===== config.mk =====
export PLATFORM = sky130hd
export DESIGN_NAME = onewire_rom_search_flat
export DESIGN_NICKNAME = d
export VERILOG_FILES = /design/src/rtl/owrs_pkg.sv /design/src/rtl/owrs_if.sv /design/src/rtl/owrs_decide.sv /design/src/rtl/onewire_rom_search.sv /design/src/flat_wrapper.sv
export SDC_FILE = /design/constraint.sdc
export NUM_CORES = 1
export LEC_CHECK = 0
export ABC_AREA = 1
export BUFFER_PORTS_ARGS = -buffer_cell sky130_fd_sc_hd__buf_4
export CAP_MARGIN = 10
export CORE_UTILIZATION = 42
export DETAILED_ROUTE_END_ITERATION = 12
export PLACE_DENSITY = 0.68
export SETUP_SLACK_MARGIN = 0.2
export SLEW_MARGIN = 40
export SYNTH_ARGS = -nofsm -noshare
export SYNTH_HDL_FRONTEND = slang
export SYNTH_SLANG_ARGS = --single-unit

===== constraint.sdc =====
create_clock -name clk -period 4.9 [get_ports clk]
set_input_delay 0.245 -clock clk [delete_from_list [all_inputs] [get_ports clk]]
set_output_delay 0.245 -clock clk [all_outputs]
set_load 0.01 [all_outputs]

===== src/rtl/owrs_pkg.sv =====
// ----------------------------------------------------------------------------
// owrs_pkg
// Shared types, codes and helpers for the 1-Wire ROM search decision engine.
// ----------------------------------------------------------------------------
package owrs_pkg;

  // Field widths
  localparam int ACTION_W  = 2;
  localparam int STATUS_W  = 3;
  localparam int ROM_W     = 64;
  localparam int POS_W     = 7;
  localparam int IDX_W     = 6;
  localparam int FAM_W     = 4;
  localparam int COUNT_W   = 8;

  // Action codes
  localparam logic [ACTION_W-1:0] ACT_CLEAR = 2'd0;
  localparam logic [ACTION_W-1:0] ACT_BEGIN = 2'd1;
  localparam logic [ACTION_W-1:0] ACT_BITS  = 2'd2;

  // Status codes
  localparam logic [STATUS_W-1:0] ST_ACK       = 3'd0;
  localparam logic [STATUS_W-1:0] ST_PROGRESS  = 3'd1;
  localparam logic [STATUS_W-1:0] ST_FOUND     = 3'd2;
  localparam logic [STATUS_W-1:0] ST_ENDED     = 3'd3;
  localparam logic [STATUS_W-1:0] ST_NO_PRES   = 3'd4;

  // Search constants
  localparam logic [POS_W-1:0] ROM_BITS_END = 7'd65;
  localparam logic [POS_W-1:0] FAMILY_LIMIT = 7'd9;
  localparam logic [POS_W-1:0] LAST_POS     = 7'd64;
  localparam int               FAMILY_BITS  = 8;

  typedef struct packed {
    logic [ACTION_W-1:0] action;
    logic                presence;
    logic                conditional_mode;
    logic                id_bit;
    logic                complement_bit;
  } owrs_item_t;

  typedef struct packed {
    logic [ROM_W-1:0]   rom_shadow;
    logic [POS_W-1:0]   last_disc;
    logic [FAM_W-1:0]   last_fam_disc;
    logic               last_dev_seen;
    logic [COUNT_W-1:0] dev_count;
    logic [POS_W-1:0]   bit_pos;
    logic [POS_W-1:0]   last_zero_pos;
    logic               pass_active;
  } owrs_state_t;

  typedef struct packed {
    logic [STATUS_W-1:0] status;
    logic                direction;
    logic                search_mode_out;
    logic [ROM_W-1:0]    rom_code;
    logic                last_device;
    logic [COUNT_W-1:0]  devices_found;
    logic [FAM_W-1:0]    family_discrepancy;
  } owrs_result_t;

  localparam owrs_state_t STATE_RESET = '{
    rom_shadow:    '0,
    last_disc:     '0,
    last_fam_disc: '0,
    last_dev_seen: 1'b0,
    dev_count:     '0,
    bit_pos:       7'd1,
    last_zero_pos: '0,
    pass_active:   1'b0
  };

  // Drop the search: forget progress but keep the shadow ROM code
  function automatic owrs_state_t end_search(owrs_state_t s);
    owrs_state_t r;
    r               = s;
    r.dev_count     = '0;
    r.last_disc     = '0;
    r.last_fam_disc = '0;
    r.last_dev_seen = 1'b0;
    r.pass_active   = 1'b0;
    return r;
  endfunction

endpackage


===== src/rtl/owrs_if.sv =====
// ----------------------------------------------------------------------------
// owrs_if
// Valid/ready channels for search requests and search results.
// ----------------------------------------------------------------------------
interface owrs_in_if;
  logic                              valid;
  logic                              ready;
  logic [owrs_pkg::ACTION_W-1:0]     action;
  logic                              presence;
  logic                              conditional_mode;
  logic                              id_bit;
  logic                              complement_bit;

  modport source (output valid, action, presence, conditional_mode, id_bit,
                  complement_bit, input ready);
  modport sink   (input valid, action, presence, conditional_mode, id_bit,
                  complement_bit, output ready);
endinterface

interface owrs_out_if;
  logic                              valid;
  logic                              ready;
  logic [owrs_pkg::STATUS_W-1:0]     status;
  logic                              direction;
  logic                              search_mode_out;
  logic [owrs_pkg::ROM_W-1:0]        rom_code;
  logic                              last_device;
  logic [owrs_pkg::COUNT_W-1:0]      devices_found;
  logic [owrs_pkg::FAM_W-1:0]        family_discrepancy;

  modport source (output valid, status, direction, search_mode_out, rom_code,
                  last_device, devices_found, family_discrepancy, input ready);
  modport sink   (input valid, status, direction, search_mode_out, rom_code,
                  last_device, devices_found, family_discrepancy, output ready);
endinterface


===== src/rtl/owrs_decide.sv =====
// ----------------------------------------------------------------------------
// owrs_decide
// Single-step decision logic: next search state and result for one item.
// ----------------------------------------------------------------------------
module owrs_decide (
  input  owrs_pkg::owrs_item_t   item_i,
  input  owrs_pkg::owrs_state_t  st_i,
  output owrs_pkg::owrs_state_t  st_o,
  output owrs_pkg::owrs_result_t res_o
);
  import owrs_pkg::*;

  logic [IDX_W-1:0] bit_idx;
  logic             shadow_bit;
  logic             disc_dir;
  logic             pair_differs;
  logic             dir;
  logic [POS_W-1:0] pos_inc;
  logic [ROM_W-1:0] rom_upd;

  // Pick the direction for the current position
  assign bit_idx      = st_i.bit_pos[IDX_W-1:0] - IDX_W'(1);
  assign shadow_bit   = st_i.rom_shadow[bit_idx];
  assign disc_dir     = (st_i.bit_pos < st_i.last_disc) ? shadow_bit
                                                        : (st_i.bit_pos == st_i.last_disc);
  assign pair_differs = item_i.id_bit ^ item_i.complement_bit;
  assign dir          = pair_differs ? item_i.id_bit : disc_dir;
  assign pos_inc      = st_i.bit_pos + POS_W'(1);

  // Write the chosen bit into the shadow code
  always_comb begin
    rom_upd          = st_i.rom_shadow;
    rom_upd[bit_idx] = dir;
  end

  // Advance the search state
  always_comb begin
    owrs_state_t s;
    s     = st_i;
    res_o = '0;
    unique case (item_i.action)
      ACT_CLEAR: begin
        s = STATE_RESET;
      end
      ACT_BEGIN: begin
        if (st_i.last_dev_seen) begin
          s            = end_search(st_i);
          res_o.status = ST_ENDED;
        end else if (!item_i.presence) begin
          s            = end_search(st_i);
          res_o.status = ST_NO_PRES;
        end else begin
          s.pass_active         = 1'b1;
          s.bit_pos             = POS_W'(1);
          s.last_zero_pos       = '0;
          res_o.search_mode_out = item_i.conditional_mode;
          res_o.status          = ST_PROGRESS;
        end
      end
      ACT_BITS: begin
        if (st_i.pass_active) begin
          if (item_i.id_bit && item_i.complement_bit) begin
            s            = end_search(st_i);
            res_o.status = ST_ENDED;
          end else begin
            s.rom_shadow = rom_upd;
            // Record a discrepancy where we took the zero branch
            if (!pair_differs && !dir) begin
              s.last_zero_pos = st_i.bit_pos;
              if (st_i.bit_pos < FAMILY_LIMIT) begin
                s.last_fam_disc = st_i.bit_pos[FAM_W-1:0];
              end
            end
            s.bit_pos = pos_inc;
            if (pos_inc >= ROM_BITS_END) begin
              s.pass_active   = 1'b0;
              s.bit_pos       = POS_W'(1);
              s.last_disc     = s.last_zero_pos;
              s.last_dev_seen = (s.last_zero_pos == '0) ? 1'b1 : st_i.last_dev_seen;
              if (rom_upd[FAMILY_BITS-1:0] == '0) begin
                s            = end_search(s);
                res_o.status = ST_ENDED;
              end else begin
                s.dev_count    = st_i.dev_count + COUNT_W'(1);
                res_o.rom_code = rom_upd;
                res_o.status   = ST_FOUND;
              end
            end else begin
              res_o.direction = dir;
              res_o.status    = ST_PROGRESS;
            end
          end
        end
      end
      default: begin
      end
    endcase
    st_o                     = s;
    res_o.last_device        = s.last_dev_seen;
    res_o.devices_found      = s.dev_count;
    res_o.family_discrepancy = s.last_fam_disc;
  end

endmodule


===== src/rtl/onewire_rom_search.sv =====
// ----------------------------------------------------------------------------
// onewire_rom_search
// 1-Wire ROM search decision engine with registered input and result stages.
//
//   channel  dir  transaction
//   in_ch    in   one request: clear, begin pass, or id bit pair
//   out_ch   out  one result per request: status, direction, ROM code, counts
//
// A request accepted on in_ch waits in the request register, is decided into
// the result register, and is valid there until out_ch takes it.
// One request is taken per cycle while out_ch drains; the decide step is a
// single pass of logic between the request register and the result register.
// A stalled result holds out_ch and the request register; in_ch still takes
// one request while the request register is empty.
// rst_n is synchronous and active low; it returns the search to its start.
// ----------------------------------------------------------------------------
module onewire_rom_search (
  input  logic           clk,
  input  logic           rst_n,
  owrs_in_if.sink        in_ch,
  owrs_out_if.source     out_ch
);
  import owrs_pkg::*;

  owrs_item_t   item_r, item_nxt;
  logic         item_vld_r, item_vld_nxt;
  owrs_state_t  st_r, st_nxt, st_dec;
  owrs_result_t res_r, res_nxt, res_dec;
  logic         out_vld_r, out_vld_nxt;
  logic         in_fire;
  logic         proc;

  owrs_decide u_decide (
    .item_i (item_r),
    .st_i   (st_r),
    .st_o   (st_dec),
    .res_o  (res_dec)
  );

  // Handshake control
  assign proc        = item_vld_r && (!out_vld_r || out_ch.ready);
  assign in_ch.ready = !item_vld_r || proc;
  assign in_fire     = in_ch.valid && in_ch.ready;

  // Capture the request
  always_comb begin
    item_nxt     = item_r;
    item_vld_nxt = item_vld_r;
    if (in_fire) begin
      item_nxt.action           = in_ch.action;
      item_nxt.presence         = in_ch.presence;
      item_nxt.conditional_mode = in_ch.conditional_mode;
      item_nxt.id_bit           = in_ch.id_bit;
      item_nxt.complement_bit   = in_ch.complement_bit;
      item_vld_nxt              = 1'b1;
    end else if (proc) begin
      item_vld_nxt = 1'b0;
    end
  end

  // Commit state and load the result
  always_comb begin
    st_nxt      = st_r;
    res_nxt     = res_r;
    out_vld_nxt = out_vld_r;
    if (proc) begin
      st_nxt      = st_dec;
      res_nxt     = res_dec;
      out_vld_nxt = 1'b1;
    end else if (out_ch.ready) begin
      out_vld_nxt = 1'b0;
    end
  end

  always_ff @(posedge clk) begin
    if (!rst_n) begin
      item_vld_r <= 1'b0;
      out_vld_r  <= 1'b0;
      st_r       <= STATE_RESET;
    end else begin
      item_vld_r <= item_vld_nxt;
      out_vld_r  <= out_vld_nxt;
      st_r       <= st_nxt;
    end
  end

  always_ff @(posedge clk) begin
    item_r <= item_nxt;
    res_r  <= res_nxt;
  end

  // Drive the result channel
  assign out_ch.valid              = out_vld_r;
  assign out_ch.status             = res_r.status;
  assign out_ch.direction          = res_r.direction;
  assign out_ch.search_mode_out    = res_r.search_mode_out;
  assign out_ch.rom_code           = res_r.rom_code;
  assign out_ch.last_device        = res_r.last_device;
  assign out_ch.devices_found      = res_r.devices_found;
  assign out_ch.family_discrepancy = res_r.family_discrepancy;

  // A running pass always sits on a valid ROM position
  a_pos_range: assert property (@(posedge clk) disable iff (!rst_n)
    st_r.pass_active |-> (st_r.bit_pos != '0 && st_r.bit_pos <= LAST_POS))
    else $error("bit position out of range during pass");

  // A found device never has a zero family byte
  a_found_family: assert property (@(posedge clk) disable iff (!rst_n)
    (out_vld_r && res_r.status == ST_FOUND) |-> (res_r.rom_code[FAMILY_BITS-1:0] != '0))
    else $error("device reported with zero family byte");

  // Direction is only driven on an in-progress result
  a_dir_only_progress: assert property (@(posedge clk) disable iff (!rst_n)
    (out_vld_r && res_r.status != ST_PROGRESS) |-> !res_r.direction)
    else $error("direction set outside a bit step");

  // A held request stays until the result stage frees up
  a_item_hold: assert property (@(posedge clk) disable iff (!rst_n)
    (item_vld_r && !proc) |=> (item_vld_r && $stable(item_r)))
    else $error("pending request lost");

  // Family discrepancy stays within the family byte
  a_fam_range: assert property (@(posedge clk) disable iff (!rst_n)
    st_r.last_fam_disc <= FAM_W'(FAMILY_BITS))
    else $error("family discrepancy out of range");

endmodule

===== src/flat_wrapper.sv =====
// flat-port wrapper written by rule: the top's interface ports become plain ports
module onewire_rom_search_flat import owrs_pkg::*;
  (clk, rst_n, in_ch_valid, in_ch_action, in_ch_presence, in_ch_conditional_mode, in_ch_id_bit, in_ch_complement_bit, in_ch_ready, out_ch_valid, out_ch_status, out_ch_direction, out_ch_search_mode_out, out_ch_rom_code, out_ch_last_device, out_ch_devices_found, out_ch_family_discrepancy, out_ch_ready);
  owrs_in_if in_ch_i ();
  owrs_out_if out_ch_i ();
  input  logic clk;
  input  logic rst_n;
  input wire logic [$bits(in_ch_i.valid)-1:0] in_ch_valid;
  input wire logic [$bits(in_ch_i.action)-1:0] in_ch_action;
  input wire logic [$bits(in_ch_i.presence)-1:0] in_ch_presence;
  input wire logic [$bits(in_ch_i.conditional_mode)-1:0] in_ch_conditional_mode;
  input wire logic [$bits(in_ch_i.id_bit)-1:0] in_ch_id_bit;
  input wire logic [$bits(in_ch_i.complement_bit)-1:0] in_ch_complement_bit;
  output wire logic [$bits(in_ch_i.ready)-1:0] in_ch_ready;
  output wire logic [$bits(out_ch_i.valid)-1:0] out_ch_valid;
  output wire logic [$bits(out_ch_i.status)-1:0] out_ch_status;
  output wire logic [$bits(out_ch_i.direction)-1:0] out_ch_direction;
  output wire logic [$bits(out_ch_i.search_mode_out)-1:0] out_ch_search_mode_out;
  output wire logic [$bits(out_ch_i.rom_code)-1:0] out_ch_rom_code;
  output wire logic [$bits(out_ch_i.last_device)-1:0] out_ch_last_device;
  output wire logic [$bits(out_ch_i.devices_found)-1:0] out_ch_devices_found;
  output wire logic [$bits(out_ch_i.family_discrepancy)-1:0] out_ch_family_discrepancy;
  input wire logic [$bits(out_ch_i.ready)-1:0] out_ch_ready;
  assign in_ch_i.valid = in_ch_valid;
  assign in_ch_i.action = in_ch_action;
  assign in_ch_i.presence = in_ch_presence;
  assign in_ch_i.conditional_mode = in_ch_conditional_mode;
  assign in_ch_i.id_bit = in_ch_id_bit;
  assign in_ch_i.complement_bit = in_ch_complement_bit;
  assign in_ch_ready = in_ch_i.ready;
  assign out_ch_valid = out_ch_i.valid;
  assign out_ch_status = out_ch_i.status;
  assign out_ch_direction = out_ch_i.direction;
  assign out_ch_search_mode_out = out_ch_i.search_mode_out;
  assign out_ch_rom_code = out_ch_i.rom_code;
  assign out_ch_last_device = out_ch_i.last_device;
  assign out_ch_devices_found = out_ch_i.devices_found;
  assign out_ch_family_discrepancy = out_ch_i.family_discrepancy;
  assign out_ch_i.ready = out_ch_ready;
  onewire_rom_search u_core (.clk(clk), .rst_n(rst_n), .in_ch(in_ch_i), .out_ch(out_ch_i));
endmodule

# Word-level counts from Yosys, hierarchy flattened
# Index checks and enable logic that the tools add are counted.
# totals
reg_bits,189
n_memories,0
elab_cells,106
ramBits,0
romBits,0
out_inout_bits,84
latchBits,0
# classes
shifts,0
order_cmp,5
mux,36
n_reduce_logical,25
div,0
n_mul,0
n_eq_ne,9
n_addsub,3
bitwise_logic,6
# op_table
cell,count
2-to-1 mux 99 bit,3
case mux 99 bit (3 select lines),1
bitwise mux 64 bit,1
2-to-1 mux 35 bit,1
2-to-1 mux 7 bit,4
2-to-1 mux 20 bit,1
2-to-1 mux 15 bit,1
2-to-1 mux 1 bit,12
2-to-1 mux 12 bit,1
2-to-1 mux 4 bit,3
AND reduction 5 bit,2
"adder 8 x 1 -> 8 bit, second input constant",1
zero test 8 bit,1
2-to-1 mux 8 bit,1
"adder 7 x 1 -> 7 bit, second input constant",1
equality test 7 bit,1
"greater-or-equal comparator 7 bit, second input constant",1
zero test 7 bit,1
"< comparator 6 x 7 -> 1 bit, second input constant",1
"< comparator 7 x 4 -> 1 bit, second input constant",1
< comparator 7 bit,1
binary-select mux 1 bit (select 6 bit),1
demux 1 bit (select 6 bit),1
"greater-or-equal comparator 6 x 1 -> 1 bit, second input constant",1
other kinds (22),41

# Longest topological paths before layout
# Gate-level depths: netlist (run 1).
# logic_depth
ltp_word,18
depth_mapped,27

# Cells and area by module
# Synthesis (run 1) repeated with hierarchy kept, for this count alone.
# unflattened
cells_unflattened,1929
hier_area_um2,12937.4
# modules_own_cells
module,cells_each,seq_area_each_um2,area_each_um2,instances
onewire_rom_search,747,4664.5,7098.1,1
owrs_decide,1182,0.0,5839.4,1

# Least setup slack after synthesis (run 1)
# No wires, ideal clock.
# synth_timing
kind,register to register
from,"register u_core.out_vld_r, in the netlist u_core.out_ch.valid"
to,register u_core.st_r[23] (netlist bit)
required_ps,4795
setup_ps,105
path_buffers,1
stages_incl_launch_ff,7
synth_period_minus_slack_ps,3637
t_arrival_ps,3532
path_slack_ps,1263
path_cell_list,dfxtp_1 -> nand2_1 -> nand2_1 -> inv_1 -> clkbuf_1 -> o21ai_0 -> a21oi_1
# synth_via
elab_chain_cells,3
# synth_lines
element,line,source
"start, declared",onewire_rom_search.sv:29,"logic out_vld_r, out_vld_nxt;"
"start signal, assigned",onewire_rom_search.sv:82,out_vld_r <= out_vld_nxt;
zero test 1 bit,onewire_rom_search.sv:41,assign proc = item_vld_r && (!out_vld_r || out_ch.ready);
logical OR 1 bit,onewire_rom_search.sv:41,
logical AND 1 bit,onewire_rom_search.sv:41,
"end signal, assigned",onewire_rom_search.sv:83,st_r <= st_nxt;
"end, declared",onewire_rom_search.sv:27,"owrs_state_t st_r, st_nxt, st_dec;"
# Every way passes these cells.
# A chain may end at the register's enable or synchronous reset.

# Worst setup path after layout (run 1)
# layout_timing
from,register u_core.st_r[8] (netlist bit)
to,"register u_core.res_r, in the netlist u_core.out_ch.rom_code[42] (data pin)"
# layout_via
elab_chain_cells,8
word_cells_on_any_way,18
classes_between,add/sub (2); order compare (4); eq/ne (1); mux (7); bitwise (1); reduce/logical (3)
# layout_lines
element,line,source
subtractor 6 x 1 -> 6 bit,owrs_decide.sv:22,assign bit_idx = st_i.bit_pos[IDX_W-1:0] - IDX_W'(1);
< comparator 6 x 7 -> 1 bit (not written as such) (tied with other cells),owrs_decide.sv:33,rom_upd[bit_idx] = dir;
logical AND 1 bit (not written as such) / 2-to-1 mux 1 bit (equally long branches),"owrs_decide.sv:33, owrs_decide.sv:23",
2-to-1 mux 1 bit (on tied branches),"owrs_decide.sv:33, owrs_decide.sv:24",
demux 1 bit (select 6 bit) / 2-to-1 mux 1 bit (equally long branches),"owrs_decide.sv:33, owrs_decide.sv:27",
bitwise mux 64 bit,owrs_decide.sv:33,
zero test 8 bit,owrs_decide.sv:80,if (rom_upd[FAMILY_BITS-1:0] == '0) begin
OR reduction 5 bit (no source line),--,
"end signal, assigned",onewire_rom_search.sv:89,res_r <= res_nxt;
"end, declared",onewire_rom_search.sv:28,"owrs_result_t res_r, res_nxt, res_dec;"
# Parallel ways exist; a longest one is shown, timed or not. The select of a mux whose other input is x is not followed.

==> results of run 1 <==
## worst paths after layout
kind                                     start                    endpoint  slack, ps  depth (start not counted)
worst min-delay path                     rst_n              u_core.st_r[8]         50                          2
worst max register to register  u_core.st_r[8]  u_core.out_ch.rom_code[42]        890                         20
worst max-delay path            u_core.st_r[8]  u_core.out_ch.rom_code[42]        890                         20
worst min register to register  u_core.st_r[7]              u_core.st_r[7]        470                          2
## area by class of cell
cell class / instances / area [um^2] / area share, %
Clock inverter: 12 / 109 / 0.947
Timing Repair Buffer: 109 / 837 / 7.28
Clock buffer: 20 / 479 / 4.17
Multi-Input combinational cell: 964 / 4540 / 39.4
Sequential cell: 189 / 4670 / 40.6
Tap cell: 313 / 392 / 3.41
Inverter: 126 / 479 / 4.17
## flip-flops by register name, summed over array words and instances (netlist names)
register and flops:
u_core.out_ch.rom_code 64, u_core.st_r 99, u_core.item_vld_r 1, u_core.out_ch.last_device 1, u_core.out_ch.valid 1, u_core.out_ch.direction 1, u_core.out_ch.devices_found 8, u_core.item_r 6
u_core.out_ch.family_discrepancy 4, u_core.out_ch.search_mode_out 1, u_core.out_ch.status 3
## power by group through the flow
| stage | logic (W) | registers (W) | clock network [W] |
|---|---|---|---|
| 2_1_floorplan | 0.000191 | 0.00177 | 0 |
| 3_3_place_gp | 0.000329 | 0.00175 | 0 |
| 3_5_place_dp | 0.000331 | 0.00175 | 0 |
| 4_1_cts | 0.000336 | 0.00172 | 0.00142 |
| 5_1_grt | 0.000370 | 0.00172 | 0.00149 |
| 6_report | 0.000336 | 0.00172 | 0.00140 |
## worst max-delay path: cells and delay by family (launching register included)
kind                     cells  cell delay, ps
AND/OR/NAND/NOR             14            1730
buffers and inverters        5            1300
flip-flops                   1             320
adder cells (fa/ha/maj)      1             320
## repair_timing
action / in CTS / in global routing
endpoints found under the hold margin: 6 / 0
hold buffers: 6 / 0
endpoints found under the setup margin: 0 / 0
## placed cells by master (no fill, tap or decap), types with 4 or more instances in the layout
cell           count
a21oi_1          105
inv_6              5
nor2_2            10
inv_1            111
nand3_1          125
nand3b_1           4
dfxtp_1          100
nor2_4             4
nand4_1            7
dlygate4sd3_1      6
o21ai_0           72
nand2_2            5
o21ai_1            6
buf_4            102
nand2_1          396
inv_8              4
edfxtp_1          88
inv_2             11
nor2_1           137
clkbuf_16         19
nor3_1            12
ha_1              16
xor2_1             9
or2_2             37
## cells by family after synthesis
family          synth area share (%)
fa+ha+maj                       2.02
xor+xnor                       0.795
buf+inv                         7.66
flops                           47.0
compound gates                  9.86
simple gates                    32.6
## per-stage QoR
| step | cell area [um^2] | hold WS [ps] |
|---|---|---|
| floorplan | 9920 | 344 |
| global placement | 10800 | 424 |
| detailed placement | 10800 | 424 |
| CTS | 11500 | 35.7 |
| global route | 11500 | 44.0 |
| finish | 11500 | 48.3 |
## layer usage
layer  track usage (%)  up-vias  routed length, um  share of wire [%]
met1              28.4     4064              11400                 45
li1                  -     4476                  -                  -
met3              3.78       40               1340                5.3
met2              36.3      281              12200                 48
met4              7.75        0                533                2.1
met5                 0        -                  0                  0
==> results.yml, run 1 <==
timing:
  finalSetupViolCount: 0
  layout_min_cycle_time_ps: 4010
  final-max-slew-violation-count: 0
  rsz0062_at_grt: "false"
  hold_violations: 0
  setup_tns_ps: 0
  finClkSkew_ps: 13.2
  relSlewSlack_pct: 44.0
  post-route-period-util_pct: 81.8
  worstMarginPinSlew_ps: 837
  clock.fmax_mhz: 250
  fin_ws_ps: 893
power:
  power_w: 0.00345
  p_clk_share_pct: 40.6
  comb_power_share_pct: 9.7
  vdd_drop_max_uv: 230
  p_switching_w: 0.000919
  seqPwrFrac_pct: 49.7
  total_leakage_power_nw: 4.28
  p_sw_share_pct: 26.6
  powerDensity_nw_per_um2: 300
  p_int_w: 0.00253
clocking:
  cts_inserted_buffers: 17
  post-cts-setup-buffers: 0
  clk_pin_slew_ps: 70
  clockBufferDepth: 2
  htreeDepth: 4
  cts.sinks: 189
  cts_resized: 0
  clk_latency_ps: 450
  cts-root-buf: "clkbuf_16"
  cts_tree: "done"
synth:
  yosysTopAreaCell: "edfxtp_1"
  synth.avg_cell_area_um2: 7.42
  synthTopCellsByCount: "nand2_1 (396), nor2_1 (137), nand3_1 (125)"
  ys_ff_latch: 189
  syn_area_um2: 9920
  synth_area_leaders: "edfxtp_1 (27%), dfxtp_1 (20%), nand2_1 (15%)"
  synth-main-ff-cell: "dfxtp_1"
  yosysSeqAreaShare_pct: 47.0
  ys_warn_count: 0
  synthArstFlopShare_pct: 0
  synth_cells: 1336
  yosysMostFrequentCell: "nand2_1"
  synth_edf_count: 88
  synth_cell_types: 39
  syn-num-nets: 1362
  synth_top_area_share_pct: 26.6
finish:
  nNetsFinal: 1433
  drive_above_1_share_pct: 15.1
  diodes: 0
  stdcell_count: 1733
  area_growth_pct: 15.9
  fillCellCount: 2239
  utilization_pct: 50.2
routing:
  drc: 0
  postRouteAntennaNets: 0
  viasPerCell: 5.11
  dr.pass1.iters: 5
  totalWireLength_um: 25500
  vias: 8861
  avgRoutedWirePerCell_um: 14.7
  dr.first_iter.drc_count: 713
die:
  io_pins: 94
  fp.dieW_um: 156
  die_area_um2: 24200
  rows: 55
  fp.dieH_um: 156
  core_um2: 22900
  initial_utilization_pct: 43.3
critical_path:
  startpoint_type: "flop"
  cpMaxStageDelayCell: "buf_4"
  cp_max_fo: 64
  crit_chain: "inv_2 > ha_1 > inv_1 > nand2_1 > nand2_4 > nor2_1 > inv_1 > nor2_2 > inv_1 > nor2_1 > nand3_1 > nand2_1 > nand2_1 > nor2_1 > nand2_2 > nand2_2 > nor2_4 > nand2_2 > buf_4 > nor2_1"
  critical-path-max-stage-delay_ps: 520
  required_ps: 5080
  worstSetupPathType: "flop to flop"
  cp_common_cell: "nor2_1"
  critPathArrivalTime_ps: 4180
  cp-end-kind: "flop"
global_route:
  grt_pass1_wl_um: 41500
  antenna_found_initial: 0
  grt_max_degree: 72
  grt_overflow: 0
  grt_pass1_vias: 8206
  grtUsageTotal_pct: 21.8
run_status:
  outcome: "finished clean"
flow_run:
  cap_violations: 0
placed_design:
  place_ws_ps: 945
  gp_congestion: 0.880
  placed_cells: 1695
  io_buffers: 93
  hpwlAfterDp_um: 16800
min_path:
  hp-class: "input pin to flop"
(Power assumes the default switching activity.)
==> run 2, diff against run 1 <==
--- a/config.mk
+++ b/config.mk
@@ -10,7 +10,7 @@
 export CAP_MARGIN = 10
 export CORE_UTILIZATION = 42
 export DETAILED_ROUTE_END_ITERATION = 12
-export PLACE_DENSITY = 0.68
+export PLACE_DENSITY = 0.7
 export SETUP_SLACK_MARGIN = 0.2
 export SLEW_MARGIN = 40
 export SYNTH_ARGS = -nofsm -noshare
==> constraint.sdc (replaced) <==
create_clock -name clk -period 3.6 [get_ports clk]
set_input_delay 0.18 -clock clk [delete_from_list [all_inputs] [get_ports clk]]
set_output_delay 0.18 -clock clk [all_outputs]
set_load 0.01 [all_outputs]
==> run 2 against run 1 <==
Net effect:
- clock power grew 36%
- sequential power grew 35%
- sequential share of layout area shrank 1.0 points
- clock skew grew 1.3 ps
- critical endpoint is now u_core.out_ch.rom_code[0]
- largest power group unchanged
- highest routed layer unchanged
==> results.yml, run 2 (synthesis gave the netlist of run 1 again) <==
critical_path:
  cp-end-kind: "flop"
  crit_chain: "inv_1 > ha_1 > inv_4 > o21ai_0 > nand2_1 > nand2_1 > nand2_1 > nand2_1 > nor2_2 > nand2_2 > nand3_4 > nand3_1 > nand2_1 > nand2_1 > nor2_1 > nand2_2 > nand2_2 > nor2_4 > nand2_4 > clkbuf_16 > nor2_1"
  required_ps: 3800
  worstSetupPathType: "flop to flop"
  r2r_end: "u_core.out_ch.rom_code[0]"
  worstSetupEndpoint: "u_core.out_ch.rom_code[0]"
  cp_common_cell: "nand2_1"
  critPathArrivalTime_ps: 3330
  setup.worst_path.start: "u_core.st_r[9]"
  cpMaxStageDelayCell: "dfxtp_4"
  timing.rr.start: "u_core.st_r[9]"
  ff2ff_setup_slack_ps: 470
  critical-path-max-stage-delay_ps: 410
  cp_max_fo: 18
  reg2reg_depth: 21
  startpoint_type: "flop"
timing:
  setup_tns_ps: 0
  finClkSkew_ps: 14.5
  rsz0062_at_grt: "false"
  relSlewSlack_pct: 48.8
  worstMarginPinSlew_ps: 768
  hold_ws_ps: 14.0
  clock.fmax_mhz: 319
  hold_violations: 0
  layout_min_cycle_time_ps: 3130
  finalSetupViolCount: 0
  post-route-period-util_pct: 87.0
  final-max-slew-violation-count: 0
routing:
  vias: 9039
  avgRoutedWirePerCell_um: 14.7
  drc: 0
  dr.pass1.iters: 6
  viasPerCell: 5.14
  postRouteAntennaNets: 0
  totalWireLength_um: 25900
  dr.first_iter.drc_count: 774
run_status:
  outcome: "finished clean"
die:
  io_pins: 94
  die_area_um2: 24200
  rows: 55
  fp.dieW_um: 156
  initial_utilization_pct: 43.3
  core_um2: 22900
  fp.dieH_um: 156
finish:
  drive_above_1_share_pct: 16.7
  largest_register: "u_core.st_r"
  final_cell_mix: "nand2_1 (395), nor2_1 (137), nand3_1 (125), buf_4 (119), inv_1 (111)"
  diodes: 0
  area_growth_pct: 19.0
  largest_register_ffs: 99
  nNetsFinal: 1458
  final_common_cell: "nand2_1"
  utilization_pct: 51.5
power:
  total_leakage_power_nw: 4.46
  power_w: 0.00473
  vdd_drop_max_uv: 318
  powerDensity_nw_per_um2: 400
global_route:
  grt_max_degree: 67
  grt_pass1_wl_um: 40700
  grtUsageTotal_pct: 21.3
  grt_overflow: 0
  use_met1_pct: 27.0
  grt_pass1_vias: 8338
  grt.met2_usage_pct: 36.3
  antenna_found_initial: 0
  grt_busiest_layer: "met2"
  met3_usage_pct: 3.72
flow_run:
  cap_violations: 0
clocking:
  cts-root-buf: "clkbuf_16"
  cts.sinks: 189
  htreeDepth: 4
  cts_inserted_buffers: 17
  cts_tree: "done"
  clockBufferDepth: 2
  clk_latency_ps: 450
  post-cts-setup-buffers: 0
  clk_pin_slew_ps: 70
placed_design:
  gp_congestion: 0.903
  io_buffers: 93
  hpwlAfterDp_um: 16500
min_path:
  hp-class: "input pin to flop"
run 2: worst max-delay path, delay by kind of cell, from the launching register on:
kind | cells | cell delay (ps)
compound gates | 1 | 220
buf+inv | 3 | 500
flops | 1 | 410
simple gates | 16 | 1410
fa+ha+maj | 1 | 330
run 2: worst min-delay path by stage:
stage	cells after the start	end	slack [ps]	startpoint
CTS	3	u_core.item_vld_r	7	in_ch_valid
global route	4	u_core.out_ch.valid	40	out_ch_ready
finish	3	u_core.item_vld_r	10	in_ch_valid
detailed placement	1	u_core.item_r[4]	360	in_ch_action[0]
global placement	1	u_core.item_r[2]	360	in_ch_conditional_mode
floorplan	0	u_core.item_r[0]	280	in_ch_complement_bit
run 2: per-layer routing:
metal | wire length, um | up-vias | share of wire (%)
met3 | 1500 | 43 | 5.8
li1 | - | 4540 | -
met4 | 536 | 0 | 2.1
met5 | 0 | - | 0
met2 | 12500 | 300 | 48
met1 | 11300 | 4156 | 44
run 2: through the flow:
step	setup slack [ps]	instance area, um^2	instances
final	467	11800	1758
after global routing	201	11800	1758
after CTS	209	11700	1755
after detailed placement	215	11100	1716
after global placement	222	11000	1716
after floorplan	550	9920	1336
run 2: power breakdown:
| group | switching (W) | leakage [nW] | total [W] | internal, W |
|---|---|---|---|---|
| clock | 0.000894 | 0.297 | 0.00191 | 0.00102 |
| sequential | 0.0000263 | 1.61 | 0.00233 | 0.00231 |
| combinational | 0.000324 | 2.56 | 0.000486 | 0.000162 |
run 2: layout make-up:
class                   instances  area [um^2]
clock inverters                12          115
repair buffers                134         1120
multi-input cells             964         4540
flip-flops and latches        189         4670
inverters                     126          482
fillers                      2218        11100
clock buffers                  20          489
well taps                     313          392
run 2: timing repair:
| action | in CTS | in global routing |
|---|---|---|
| hold endpoints to repair | 7 | 0 |
| resized for setup | 0 | 7 |
| hold buffers | 7 | 0 |
| setup endpoints to repair | 0 | 114 |
==> run 3, diff against run 2 <==
--- a/config.mk
+++ b/config.mk
@@ -10,7 +10,7 @@
 export CAP_MARGIN = 10
 export CORE_UTILIZATION = 42
 export DETAILED_ROUTE_END_ITERATION = 12
-export PLACE_DENSITY = 0.7
+export PLACE_DENSITY = 0.62
 export SETUP_SLACK_MARGIN = 0.2
 export SLEW_MARGIN = 40
 export SYNTH_ARGS = -nofsm -noshare
==> run 3 against run 2 <==
Net effect:
- wire length increased by 0.25%
- combinational power barely moved
- critical path depth down 2
- clock skew fell by 6.2 ps
- count of clock-buffer cells in the layout decreased by 1
- first-iteration DRC count up 2.2%
- global-route usage is 0.68 points higher
- cell area shrank 0.33%
- worst setup slack better by 49 ps
- via count down 0.66%
- sequential power is essentially flat
- worst hold slack better by 10 ps
- largest cell class unchanged
==> results.yml, run 3 (synthesis gave the netlist of run 1 again) <==
min_path:
  hp-class: "input pin to flop"
  hold_end: "u_core.st_r[8]"
  hold_start: "rst_n"
  hold_path_depth: 2
die:
  io_pins: 94
  core_um2: 22900
  initial_utilization_pct: 43.3
  fp.dieH_um: 156
  rows: 55
  fp.dieW_um: 156
  die_area_um2: 24200
timing:
  rsz0062_at_grt: "false"
  relSlewSlack_pct: 50.5
  fin_ws_ps: 515
  layout_min_cycle_time_ps: 3080
  final-max-slew-violation-count: 0
  post-route-period-util_pct: 85.7
  clock.fmax_mhz: 324
  hold_violations: 0
  setup_tns_ps: 0
  finalSetupViolCount: 0
  worstMarginPinSlew_ps: 742
  finClkSkew_ps: 8.23
clocking:
  cts-root-buf: "clkbuf_16"
  cts_inserted_buffers: 17
  cts.sinks: 189
  post-cts-setup-buffers: 0
  clockBufferDepth: 2
  clk_pin_slew_ps: 70
  htreeDepth: 4
  cts_tree: "done"
  clk_latency_ps: 430
global_route:
  grt_overflow: 0
  grt_pass1_vias: 8185
  grtUsageTotal_pct: 22.0
  grt_pass1_wl_um: 41600
  grt_max_degree: 67
  antenna_found_initial: 0
routing:
  drc: 0
  viasPerCell: 5.11
  wl_met3_um: 1080
  avgRoutedWirePerCell_um: 14.8
  top_layer: "met4"
  postRouteAntennaNets: 0
  dr.first_iter.drc_count: 791
  wl_met2_um: 12700
  vias: 8979
  drt-met1-wl_um: 11800
  totalWireLength_um: 25900
  dr.pass1.iters: 5
finish:
  final_common_cell: "nand2_1"
  area_growth_pct: 18.6
  largest_register: "u_core.st_r"
  final_cell_mix: "nand2_1 (395), nor2_1 (137), nand3_1 (125), buf_4 (122), inv_1 (111)"
  postLayoutCellArea_um2: 11800
  drive_above_1_share_pct: 16.6
  utilization_pct: 51.4
  largest_register_ffs: 99
  fillCellCount: 2260
  nNetsFinal: 1457
  diodes: 0
critical_path:
  critPathArrivalTime_ps: 3250
  required_ps: 3770
  critical-path-max-stage-delay_ps: 400
  setup.worst_path.start: "u_core.st_r[11]"
  cp_common_cell: "nand2_1"
  reg2reg_depth: 19
  worstSetupPathType: "flop to flop"
  timing.rr.start: "u_core.st_r[11]"
  r2r_end: "u_core.out_ch.rom_code[7]"
  ff2ff_setup_slack_ps: 520
  cp_max_fo: 64
  cp-end-kind: "flop"
  cpMaxStageDelayCell: "dfxtp_1"
  startpoint_type: "flop"
  crit_chain: "buf_4 > nor2_2 > nand3_1 > nand2_1 > nand2_1 > inv_2 > nor3_1 > inv_1 > nor2_1 > or2_2 > nand2_1 > nand2_1 > nor2_1 > nand2_2 > nand2_2 > nor2_4 > nand2_2 > buf_12 > nor2_1"
flow_run:
  cap_violations: 0
placed_design:
  gp_congestion: 0.844
  place_area_um2: 11100
  io_buffers: 93
  hpwlAfterDp_um: 17300
  place_ws_ps: 522
run_status:
  outcome: "finished clean"
power:
  vdd_drop_max_uv: 295
  total_leakage_power_nw: 4.42
  power_w: 0.00478
  powerDensity_nw_per_um2: 406
==> run 3: cell count changes in the layout (fill, tap and decap cells not counted), moves of 2 or more <==
cell | previous run | this run
clkbuf_16 | 21 | 18
clkinv_2 | 2 | 4
bufinv_16 | 0 | 2
buf_6 | 2 | 0
nor2_2 | 10 | 8
nor2_4 | 4 | 6
clkinv_4 | 2 | 0
buf_4 | 119 | 122
==> run 3: critical path: cells and delay by family (launching register included) <==
kind | cells | cell delay [ps]
flops | 1 | 400
simple gates | 15 | 1610
buf+inv | 4 | 810
==> run 3: layout make-up <==
cell class / instances / area [um^2] / area share [%]
multi-input combinational: 964 / 4550 / 38.7
inverter: 126 / 479 / 4.07
clock inverter: 13 / 150 / 1.28
timing repair buffer: 133 / 1080 / 9.14
sequential: 189 / 4670 / 39.6
tap: 313 / 392 / 3.33
clock buffer: 19 / 454 / 3.86
==> run 3: worst max-delay path by stage <==
stage,to,slack (ps),cells past startpoint
global route,u_core.st_r[23],210,22
finish,u_core.out_ch.rom_code[7],520,19
CTS,u_core.st_r[23],500,22
global placement,u_core.st_r[23],560,22
detailed placement,u_core.out_ch.rom_code[7],520,19
floorplan,u_core.out_ch.rom_code[10],550,24
==> run 3: repair_timing <==
item / in CTS / in global routing
endpoints found under the hold margin: 6 / 0
endpoints found under the setup margin: 0 / 3
resized for setup: 0 / 6
hold buffers: 6 / 0
==> run 3: per-stage QoR <==
stage | hold slack, ps | cells
after floorplan | 279 | 1336
after global placement | 359 | 1719
after detailed placement | 359 | 1719
after CTS | 14.1 | 1757
after global routing | 20.3 | 1757
final | 24.1 | 1757
==> run 3: power breakdown <==
group / internal (W) / switching, W / total [W]
Clock: 0.00108 / 0.000875 / 0.00196
Combinational: 0.000163 / 0.000326 / 0.000489
Sequential: 0.00231 / 0.0000262 / 0.00233
==> run 3: layer usage <==
metal  track usage [%]  vias to the layer above
met5                 0                        -
met1              28.4                     4176
met2              38.2                      239
met3              3.14                       23
li1                  -                     4541
met4              6.07                        0
